$ cat config.mk
export PLATFORM = sky130hd
export DESIGN_NAME = ipv4_header_validator
export DESIGN_NICKNAME = d
export VERILOG_FILES = /design/src/ipv4hv_pkg.sv /design/src/ipv4_header_validator.sv
export SDC_FILE = /design/constraint.sdc
export NUM_CORES = 1
export LEC_CHECK = 0
export BUFFER_PORTS_ARGS = -buffer_cell sky130_fd_sc_hd__buf_2
export CORE_MARGIN = 2
export CORE_UTILIZATION = 52
export CTS_BUF_LIST = sky130_fd_sc_hd__clkbuf_8
export DETAILED_ROUTE_END_ITERATION = 7
export GPL_TIMING_DRIVEN = 0
export PLACE_DENSITY = 0.71
export SLEW_MARGIN = 15
export SYNTH_ARGS = -nofsm -noshare
export SYNTH_HDL_FRONTEND = slang
export SYNTH_SLANG_ARGS = --single-unit
$ cat constraint.sdc
create_clock -name i_clk -period 16.5 [get_ports i_clk]
set_input_delay 1.65 -clock i_clk [delete_from_list [all_inputs] [get_ports i_clk]]
set_output_delay 1.65 -clock i_clk [all_outputs]
set_load 0.05 [all_outputs]
$ cat src/ipv4hv_pkg.sv
// ipv4hv_pkg: shared types and constants of the ipv4 header validator
// holds the drop reason codes, header constants and the result record
// no dependencies
package ipv4hv_pkg;

    typedef enum logic [3:0] {
        REASON_OK        = 4'd0,
        REASON_TRUNCATED = 4'd1,
        REASON_IHL       = 4'd2,
        REASON_TOTAL_HDR = 4'd3,
        REASON_SHORT     = 4'd4,
        REASON_VERSION   = 4'd5,
        REASON_CHECKSUM  = 4'd6,
        REASON_UNICAST   = 4'd7,
        REASON_NOT_OURS  = 4'd8,
        REASON_FRAGMENT  = 4'd9
    } t_reason;

    typedef enum logic [1:0] {
        CFG_LOCAL_ADDRESS = 2'd0,
        CFG_SUBNET_MASK   = 2'd1,
        CFG_LOOPBACK_MODE = 2'd2
    } t_cfg_index;

    localparam logic [3:0]  MIN_HEADER_WORDS = 4'd5;
    localparam logic [3:0]  IP_VERSION       = 4'd4;
    localparam logic [15:0] DF_BIT           = 16'h4000;
    localparam logic [15:0] SUM_GOOD         = 16'hFFFF;
    localparam logic [31:0] LIMITED_BCAST    = 32'hFFFF_FFFF;
    localparam logic [3:0]  MCAST_PREFIX     = 4'hE;

    typedef struct packed {
        logic        accepted;
        t_reason     drop_reason;
        logic [7:0]  protocol_number;
        logic [5:0]  header_bytes;
        logic [15:0] datagram_length;
        logic        broadcast_l3;
        logic [31:0] source_address;
        logic [31:0] destination_address;
    } t_result;

endpackage

$ cat src/ipv4_header_validator.sv
// ipv4_header_validator: checks an ipv4 header arriving as 32-bit words and
// emits one verdict beat per packet; uses ipv4hv_pkg for codes and the result record
//
//   channel   direction  handshake                       payload
//   in        sink       i_in_valid / o_in_stall         header word, first/last, lengths
//   out       source     o_out_valid / i_out_stall       verdict and header fields
//   cfg       sink       i_cfg_valid / o_cfg_ready       register index, write data
//
// one header word is taken per cycle while o_in_stall is low; the verdict is
// registered from the word that completes the header (or the early last word)
// a two-entry output stage (result register plus skid register) lets input
// continue while a verdict waits; input stalls only when both entries are full
// synchronous active-low reset clears control state and the configuration registers
// configuration writes are always ready and take effect in the next cycle
module ipv4_header_validator (
    input  logic        i_clk,
    input  logic        i_rst_n,
    // input channel
    input  logic        i_in_valid,
    output logic        o_in_stall,
    input  logic [31:0] i_header_word,
    input  logic        i_first_word,
    input  logic        i_last_word,
    input  logic [15:0] i_packet_length,
    input  logic        i_unicast_forbidden,
    // output channel
    output logic        o_out_valid,
    input  logic        i_out_stall,
    output logic        o_accepted,
    output ipv4hv_pkg::t_reason o_drop_reason,
    output logic [7:0]  o_protocol_number,
    output logic [5:0]  o_header_bytes,
    output logic [15:0] o_datagram_length,
    output logic        o_broadcast_l3,
    output logic [31:0] o_source_address,
    output logic [31:0] o_destination_address,
    // configuration channel
    input  logic        i_cfg_valid,
    output logic        o_cfg_ready,
    input  logic [1:0]  i_cfg_index,
    input  logic [31:0] i_cfg_data
);
    import ipv4hv_pkg::*;

    // configuration
    logic [31:0] r_local_address;
    logic [31:0] r_subnet_mask;
    logic        r_loopback_mode;

    // per-packet state
    logic [3:0]  r_word_index,   n_word_index;
    logic [15:0] r_sum,          n_sum;
    logic [3:0]  r_header_words, n_header_words;
    logic [15:0] r_total_length, n_total_length;
    logic [15:0] r_packet_length, n_packet_length;
    logic        r_uc_forbidden, n_uc_forbidden;
    logic [3:0]  r_version,      n_version;
    logic [15:0] r_frag_field,   n_frag_field;
    logic [7:0]  r_protocol,     n_protocol;
    logic [31:0] r_source,       n_source;
    logic [31:0] r_destination,  n_destination;
    logic        r_done,         n_done;

    // output stage
    logic        r_out_valid;
    t_result     r_out;
    logic        r_skd_valid;
    t_result     r_skd;

    logic        in_acc;
    logic        out_take;
    logic        active;
    logic        res_valid;
    t_result     res;
    logic [4:0]  required;
    logic [31:0] subnet_bc;
    logic        is_bcast;
    t_reason     reason;
    logic        bcast_out;

    function automatic logic [15:0] fold16(input logic [17:0] s);
        logic [16:0] t;
        logic [16:0] u;
        t = {1'b0, s[15:0]} + {15'd0, s[17:16]};
        u = {1'b0, t[15:0]} + {16'd0, t[16]};
        return u[15:0];
    endfunction

    assign o_in_stall  = r_skd_valid;
    assign in_acc      = i_in_valid && !o_in_stall;
    assign out_take    = r_out_valid && !i_out_stall;
    assign active      = i_first_word || !r_done;
    assign o_cfg_ready = 1'b1;
    assign subnet_bc   = (r_local_address & r_subnet_mask) | ~r_subnet_mask;

    always_comb begin
        n_word_index    = r_word_index;
        n_sum           = r_sum;
        n_header_words  = r_header_words;
        n_total_length  = r_total_length;
        n_packet_length = r_packet_length;
        n_uc_forbidden  = r_uc_forbidden;
        n_version       = r_version;
        n_frag_field    = r_frag_field;
        n_protocol      = r_protocol;
        n_source        = r_source;
        n_destination   = r_destination;

        if (i_first_word) begin
            n_word_index    = '0;
            n_sum           = '0;
            n_header_words  = '0;
            n_total_length  = '0;
            n_packet_length = i_packet_length;
            n_uc_forbidden  = i_unicast_forbidden;
            n_version       = '0;
            n_frag_field    = '0;
            n_protocol      = '0;
            n_source        = '0;
            n_destination   = '0;
        end

        // capture the field carried by this word
        case (n_word_index)
            4'd0: begin
                n_version      = i_header_word[31:28];
                n_header_words = i_header_word[27:24];
                n_total_length = i_header_word[15:0];
            end
            4'd1: n_frag_field  = i_header_word[15:0];
            4'd2: n_protocol    = i_header_word[23:16];
            4'd3: n_source      = i_header_word;
            4'd4: n_destination = i_header_word;
            default: ;
        endcase

        n_sum = fold16({2'b00, n_sum} + {2'b00, i_header_word[31:16]}
                       + {2'b00, i_header_word[15:0]});

        required = (n_header_words < MIN_HEADER_WORDS) ? {1'b0, MIN_HEADER_WORDS}
                                                       : {1'b0, n_header_words};

        // destination class
        is_bcast = (n_destination == LIMITED_BCAST) || (n_destination == subnet_bc)
                   || (n_destination[31:28] == MCAST_PREFIX);

        // checks in priority order
        bcast_out = 1'b0;
        if (n_header_words < MIN_HEADER_WORDS) begin
            reason = REASON_IHL;
        end else if (n_total_length < {10'd0, n_header_words, 2'b00}) begin
            reason = REASON_TOTAL_HDR;
        end else if (n_packet_length < n_total_length) begin
            reason = REASON_SHORT;
        end else if (n_version != IP_VERSION) begin
            reason = REASON_VERSION;
        end else if (n_sum != SUM_GOOD) begin
            reason = REASON_CHECKSUM;
        end else if (!r_loopback_mode && n_uc_forbidden && !is_bcast) begin
            reason = REASON_UNICAST;
        end else if (!r_loopback_mode && !is_bcast && n_destination != r_local_address) begin
            reason = REASON_NOT_OURS;
        end else if ((n_frag_field & ~DF_BIT) != 16'd0) begin
            reason = REASON_FRAGMENT;
            bcast_out = !r_loopback_mode && is_bcast;
        end else begin
            reason = REASON_OK;
            bcast_out = !r_loopback_mode && is_bcast;
        end

        res_valid = 1'b0;
        n_done    = 1'b0;
        if (({1'b0, n_word_index} + 5'd1) >= required) begin
            res_valid = active;
            n_done    = 1'b1;
        end else if (i_last_word) begin
            // header cut short by end of packet
            reason    = REASON_TRUNCATED;
            bcast_out = 1'b0;
            res_valid = active;
            n_done    = 1'b1;
        end
        res_valid = res_valid && in_acc;

        n_word_index = n_word_index + 4'd1;

        res.accepted            = (reason == REASON_OK);
        res.drop_reason         = reason;
        res.protocol_number     = n_protocol;
        res.header_bytes        = {n_header_words, 2'b00};
        res.datagram_length     = n_total_length;
        res.broadcast_l3        = bcast_out;
        res.source_address      = n_source;
        res.destination_address = n_destination;
    end

    always_ff @(posedge i_clk) begin
        if (!i_rst_n) begin
            r_done          <= 1'b1;
            r_out_valid     <= 1'b0;
            r_skd_valid     <= 1'b0;
            r_local_address <= '0;
            r_subnet_mask   <= '0;
            r_loopback_mode <= 1'b0;
        end else begin
            if (i_cfg_valid && o_cfg_ready) begin
                case (i_cfg_index)
                    CFG_LOCAL_ADDRESS: r_local_address <= i_cfg_data;
                    CFG_SUBNET_MASK:   r_subnet_mask   <= i_cfg_data;
                    CFG_LOOPBACK_MODE: r_loopback_mode <= i_cfg_data[0];
                    default: ;
                endcase
            end

            if (in_acc && active) begin
                r_word_index    <= n_word_index;
                r_sum           <= n_sum;
                r_header_words  <= n_header_words;
                r_total_length  <= n_total_length;
                r_packet_length <= n_packet_length;
                r_uc_forbidden  <= n_uc_forbidden;
                r_version       <= n_version;
                r_frag_field    <= n_frag_field;
                r_protocol      <= n_protocol;
                r_source        <= n_source;
                r_destination   <= n_destination;
                r_done          <= n_done;
            end

            // output register refills from skid first, skid catches a stalled beat
            if (!r_out_valid || out_take) begin
                if (r_skd_valid) begin
                    r_out       <= r_skd;
                    r_out_valid <= 1'b1;
                    r_skd_valid <= 1'b0;
                end else begin
                    r_out       <= res;
                    r_out_valid <= res_valid;
                end
            end else if (res_valid) begin
                r_skd       <= res;
                r_skd_valid <= 1'b1;
            end
        end
    end

    assign o_out_valid           = r_out_valid;
    assign o_accepted            = r_out.accepted;
    assign o_drop_reason         = r_out.drop_reason;
    assign o_protocol_number     = r_out.protocol_number;
    assign o_header_bytes        = r_out.header_bytes;
    assign o_datagram_length     = r_out.datagram_length;
    assign o_broadcast_l3        = r_out.broadcast_l3;
    assign o_source_address      = r_out.source_address;
    assign o_destination_address = r_out.destination_address;

`ifndef SYNTHESIS
    a_skid_behind_out: assert property (@(posedge i_clk) disable iff (!i_rst_n)
        r_skd_valid |-> r_out_valid)
        else $error("skid register full while output register empty");

    a_bcast_reason: assert property (@(posedge i_clk) disable iff (!i_rst_n)
        (o_out_valid && o_broadcast_l3) |->
            (o_drop_reason == REASON_OK || o_drop_reason == REASON_FRAGMENT))
        else $error("broadcast flag set on a verdict that stopped before the address check");

    a_accept_min_hdr: assert property (@(posedge i_clk) disable iff (!i_rst_n)
        (o_out_valid && o_accepted) |->
            (o_header_bytes >= 6'd20 && o_datagram_length >= {10'd0, o_header_bytes}))
        else $error("accepted verdict with an invalid header length");

    a_no_lost_beat: assert property (@(posedge i_clk) disable iff (!i_rst_n)
        (r_out_valid && i_out_stall && r_skd_valid) |=> (r_skd_valid && r_out_valid))
        else $error("buffered verdict dropped while output was stalled");
`endif

endmodule
* Yosys cells after proc, flatten, opt, wreduce, memory -nomap -nowiden
Index checks and enable logic that the tools add are counted.
** Storage, ports and cells
- Bits in registers :: 412
- Input bits :: 90
- Output and inout port bits :: 103
- Logic and storage cells :: 134
** Cells by class
- $add $sub $neg :: 6
- Magnitude comparators :: 4
- Equality and inequality tests :: 12
- Mux-type cells :: 44
- Bitwise gates (word level) :: 5
- Reductions and logical operators :: 30
** Operators with widths (number)
- $mux 32 :: 4
- $mux 100 :: 1
- $mux 16 :: 6
- $mux 4 :: 16
- $and 32x32->32 :: 1
- $eq 32x32->1 :: 1
- $eq 32x32->1 const B :: 1
- $ne 32x32->1 :: 1
- $not 32->32 :: 1
- $or 32x32->32 :: 1
- $add 17x16->18 :: 1
- $add 16x16->17 :: 1
- $add 16x2->17 :: 1
- $add 16x1->16 :: 1
- $lt 16x16->1 :: 1
- $lt 16x6->1 :: 1
- $mux 8 :: 2
- $ne 16x16->1 const B :: 1
- $reduce_bool 16->1 :: 1
- $mux 1 :: 15
- $reduce_and 2->1 :: 5
- $logic_and 1x1->1 :: 9
- $eq 4x2->1 const B :: 2
- $logic_not 4->1 :: 2
- 16 further kinds :: 25

* Longest topological paths before layout
- Word-level depth :: 20
- Mapped depth :: 37
- Mapped depth without buffers :: 31

* Worst setup path after synthesis
OpenSTA, ideal clock, no wires.
- Path type :: input to register
- From :: input port i_first_word
- To :: register r_skd[0] (netlist bit), enable pin
- Library setup time :: 556 ps
- Arrival :: 9529 ps
- Data required time :: 15944 ps
- Path slack :: 6415 ps
- Stages :: 22
- Path buffers :: 7
- Cells stage by stage :: clkbuf_1 -> inv_1 -> clkbuf_1 -> buf_1 -> clkbuf_1 -> buf_1 -> nand2_1 -> ha_1 -> and2_1 -> clkbuf_1 -> clkbuf_1 -> o21ai_0 -> o21ai_0 -> nand2_1 -> nand2b_1 -> ha_1 -> nand2b_1 -> a21o_1 -> a21oi_1 -> o221ai_1 -> o21ai_0 -> nor2_1
** Between the ends
- Word-level cells in the longest chain between the ends :: 9
- Elaborated cells between the ends (all ways) :: 13
- Classes of those cells :: 1 x add/sub; 2 x order compare; 6 x mux; 4 x reduce/logical
** Ends and longest elaborated chain
- start, declared :: line ipv4_header_validator.sv:22 : input logic i_first_word,
- $mux 4 :: line ipv4_header_validator.sv:109 : if (i_first_word) begin
- $logic_not 4->1 :: line ipv4_header_validator.sv:124 : case (n_word_index)
- $mux 4 (*) :: line ipv4_header_validator.sv:124
- net n_header_words[1] :: line ipv4_header_validator.sv:53 : logic [3:0] r_header_words, n_header_words;
- $lt 4x3->1 :: line ipv4_header_validator.sv:140 : required = (n_header_words < MIN_HEADER_WORDS) ? {1'b0, MIN_HEADER_WORDS}
- $mux 4 (*) :: line ipv4_header_validator.sv:140
- $ge 5x4->1 (*) :: line ipv4_header_validator.sv:173 : if (({1'b0, n_word_index} + 5'd1) >= required) begin
- $mux 1 (*) :: line ipv4_header_validator.sv:173
- $logic_and 1x1->1 (*) :: line ipv4_header_validator.sv:183 : res_valid = res_valid && in_acc;
- $reduce_and 3->1 (no source line) (*)
- end signal, assigned :: line ipv4_header_validator.sv:241 : r_skd <= res;
- end, declared :: line ipv4_header_validator.sv:68 : t_result r_skd;
Mark *: on every way through the listed nets, which the timed path passes. The rest lies on a longest branch.
A chain may end at the register's enable or synchronous reset.

* Final worst setup path
- From :: input port i_first_word
- To :: register r_out (netlist bit o_accepted), data pin
** Between the ends
- Word-level cells in the longest chain between the ends :: 20
- Elaborated cells between the ends (all ways) :: 53
- Classes of those cells :: 5 x add/sub; 4 x order compare; 8 x eq/ne; 26 x mux; 10 x reduce/logical
** Ends and longest elaborated chain
- parallel branches: the longest is 17 deep, another holds $add 17x16->18
- $mux 4 (*) :: line ipv4_header_validator.sv:173
- $logic_not 4->1 (*) :: line ipv4_header_validator.sv:187 : res.accepted = (reason == REASON_OK);
- $mux 100 (*) :: line ipv4_header_validator.sv:232 : if (r_skd_valid) begin
- end signal, assigned :: line ipv4_header_validator.sv:233 : r_out <= r_skd;
- end signal, assigned :: line ipv4_header_validator.sv:237 : r_out <= res;
- end, declared :: line ipv4_header_validator.sv:66 : t_result r_out;
Every way passes the cells marked *. The select of a mux whose other input is x is not followed.

==> out/summary.txt <==
status - finished clean
GPL Wtd Cong - 0.930
Die ar. - 0.0407 mm²
routed vias - 15.2k
Synth Flop Type - edfxtp_1
CTS tree - built
Max Transition Viols Final - 0
CP startpoint - i_first_word
Worst slew margin - 0.368
CTS Buf Count - 70
total congestion overflow - 0
latest clock arrival within the worst-skew pair - 630 ps
Final Cycle Share - 0.761
Crit. End Element - flip-flop
Layout Area Growth over Synthesis - 15.2%
r2r startpoint - r_sum[2]
Slew @ Worst Pin - 939 ps
critical path arrival - 12900 ps
Initial Util - 0.526
Avg Synthesized Cell Area - 11.6 µm²
CTS Buffer Depth - 3
Max Cap Violations - 0
num rows - 72
antenna-violating nets left - 0
f_max - 79.6 MHz
number of setup violations in the final report - 0
GRT Total Usage - 0.285
length in cells of the worst reg-to-reg path - 29
initial antenna violation count - 1
CP max FO - 10
CP peak stage delay - 670 ps
number of synthesized register bits - 412
register area share after synthesis - 0.575
ys async rst share - 0
total setup buffers inserted after CTS - 0
Port Buffers - 188
FILL cells - 3169
Worst Path Class, Setup - in -> reg
DP Wirelength - 43300 µm
number of global-route vias before repair - 14.7k
nets - 2169
highest-count cells in the layout ignoring fill and taps - edfxtp_1 (344), nand2_1 (328), buf_2 (191)
post-DR vias/cell - 5.87
final hold vios - 0
residual DRC count - 0
Ys Warns - 0
Syn Std Cell Area - 0.0203 mm²
Root Buffer - clkbuf_8
worst r2r dst - o_accepted
Setup TNS Final - 0 ps
Power Dens Cells - 112 mW/mm²
RSZ-0062 raised after global routing - false
setup slack, reg-to-reg - 8130 ps
Yosys cell types - 86
Worst setup endpoint - o_accepted
Worst setup SP type - input port
commonest non-fill, non-tap cell in the layout - edfxtp_1
clk slew on worst S/H paths - 60 ps
Pre-antenna DRT Iters - 6
Non-Filler Instances - 2584
worst hold path class - reg -> reg
fin crit period - 12560 ps
number of flops mapped to enable cells by yosys - 344
crit-path most repeated cell - clkbuf_1
depth of the CTS H-tree - 3
final WL - 58500 µm
largest net degree at the start of global routing - 65
Final Skew - 36.3 ps
CTS Sinks - 412
layout cells sized above 1 - 0.194
CP Data Required Time - 16840 ps
die height - 202 µm
worst vdd ir - 70.9 µV
hold slack - 475 ps
drt first-iter violations - 1312
dpl cells - 2462
LEAKAGE - 0.00899 µW
hold bufs inserted after CTS - 0
# resized after CTS - 0
I/O pins - 193
first-pass GRT wire length - 87100 µm
slowest CP cell - buf_1
die width - 202 µm
placeable core area - 0.0386 mm²
Mapped Cells - 1747
wire per inst - 22.6 µm
==> metrics by stage <==
stage                util  worst slack [ps]  total power [µW]  cell area (µm²)
finish              0.606              3940              2630            23400
global route        0.606              3310              2730            23400
CTS                 0.606              4190              2630            23400
detailed placement  0.572              3590              1770            22100
global placement    0.567              2210              1760            21900
floorplan               -              6410              1610            20300
==> registers in the layout, indices dropped and copies added, names as in the netlist, 32 cells and up <==
signal and flops:
o_destination_address 32, o_source_address 32, r_destination 32, r_local_address 32, r_skd 98, r_source 32, r_subnet_mask 32
==> critical path, delay by kind of cell <==
kind,cells,cell delay [ps]
buffers and inverters,9,3910
XOR/XNOR,1,290
AO/OA/AOI/OAI,8,2430
adder cells (fa/ha/maj),5,1670
AND/OR/NAND/NOR,13,2880
==> kinds of logic after synthesis <==
family          count (synthesis)  synth area share
other cells                     2          0.000370
compound gates                313             0.110
buf+inv                       132            0.0263
simple gates                  639             0.148
mux                           127            0.0676
fa+ha+maj                      63            0.0454
flops                         412             0.575
xor+xnor                       59            0.0265
==> where the power goes <==
part           internal [µW]  total (µW)  switching, µW  leakage, µW
registers               1190        1200           16.3      0.00382
logic                    184         552            368      0.00445
clock network            454         873            418     0.000720
==> worst min-delay path by stage <==
stage,start,slack [ps],cells past startpoint,end
after floorplan,r_subnet_mask[24],440,2,r_subnet_mask[24]
after global placement,r_subnet_mask[7],460,2,r_subnet_mask[7]
after detailed placement,r_subnet_mask[12],470,2,r_subnet_mask[12]
after CTS,r_subnet_mask[12],470,2,r_subnet_mask[12]
after global routing,r_subnet_mask[24],490,2,r_subnet_mask[24]
final,r_subnet_mask[12],480,2,r_subnet_mask[12]
==> synth_stat cells (44+ instances only) <==
library cell	number	area, µm²
a21boi_0	72	541
clkbuf_1	67	251
o21ai_0	50	250
nand3_1	63	315
nand2_1	328	1230
dfxtp_1	68	1360
nor2_1	70	263
mux2i_1	45	450
inv_1	44	165
mux2_2	81	912
ha_1	45	563
edfxtp_1	344	10300
==> cell type report <==
class / instances / area (µm²) / share of cell area
multi-input cells: 1204 / 8110 / 0.346
flip-flops and latches: 412 / 11700 / 0.499
clock inverters: 45 / 246 / 0.0105
diodes: 1 / 2.50 / 0.000107
well taps: 518 / 648 / 0.0277
repair buffers: 196 / 1130 / 0.0483
clock buffers: 76 / 1050 / 0.0447
inverters: 44 / 165 / 0.00705
plain buffers: 88 / 369 / 0.0158
==> per-layer routing <==
metal	up-vias	wire length [µm]	global-route usage
met5	-	9	0
met4	2	2480	0.125
met3	149	5270	0.0698
met2	711	26100	0.433
met1	7331	24500	0.391
li1	6971	-	-
No activity file was read; power rests on OpenSTA's default activity.
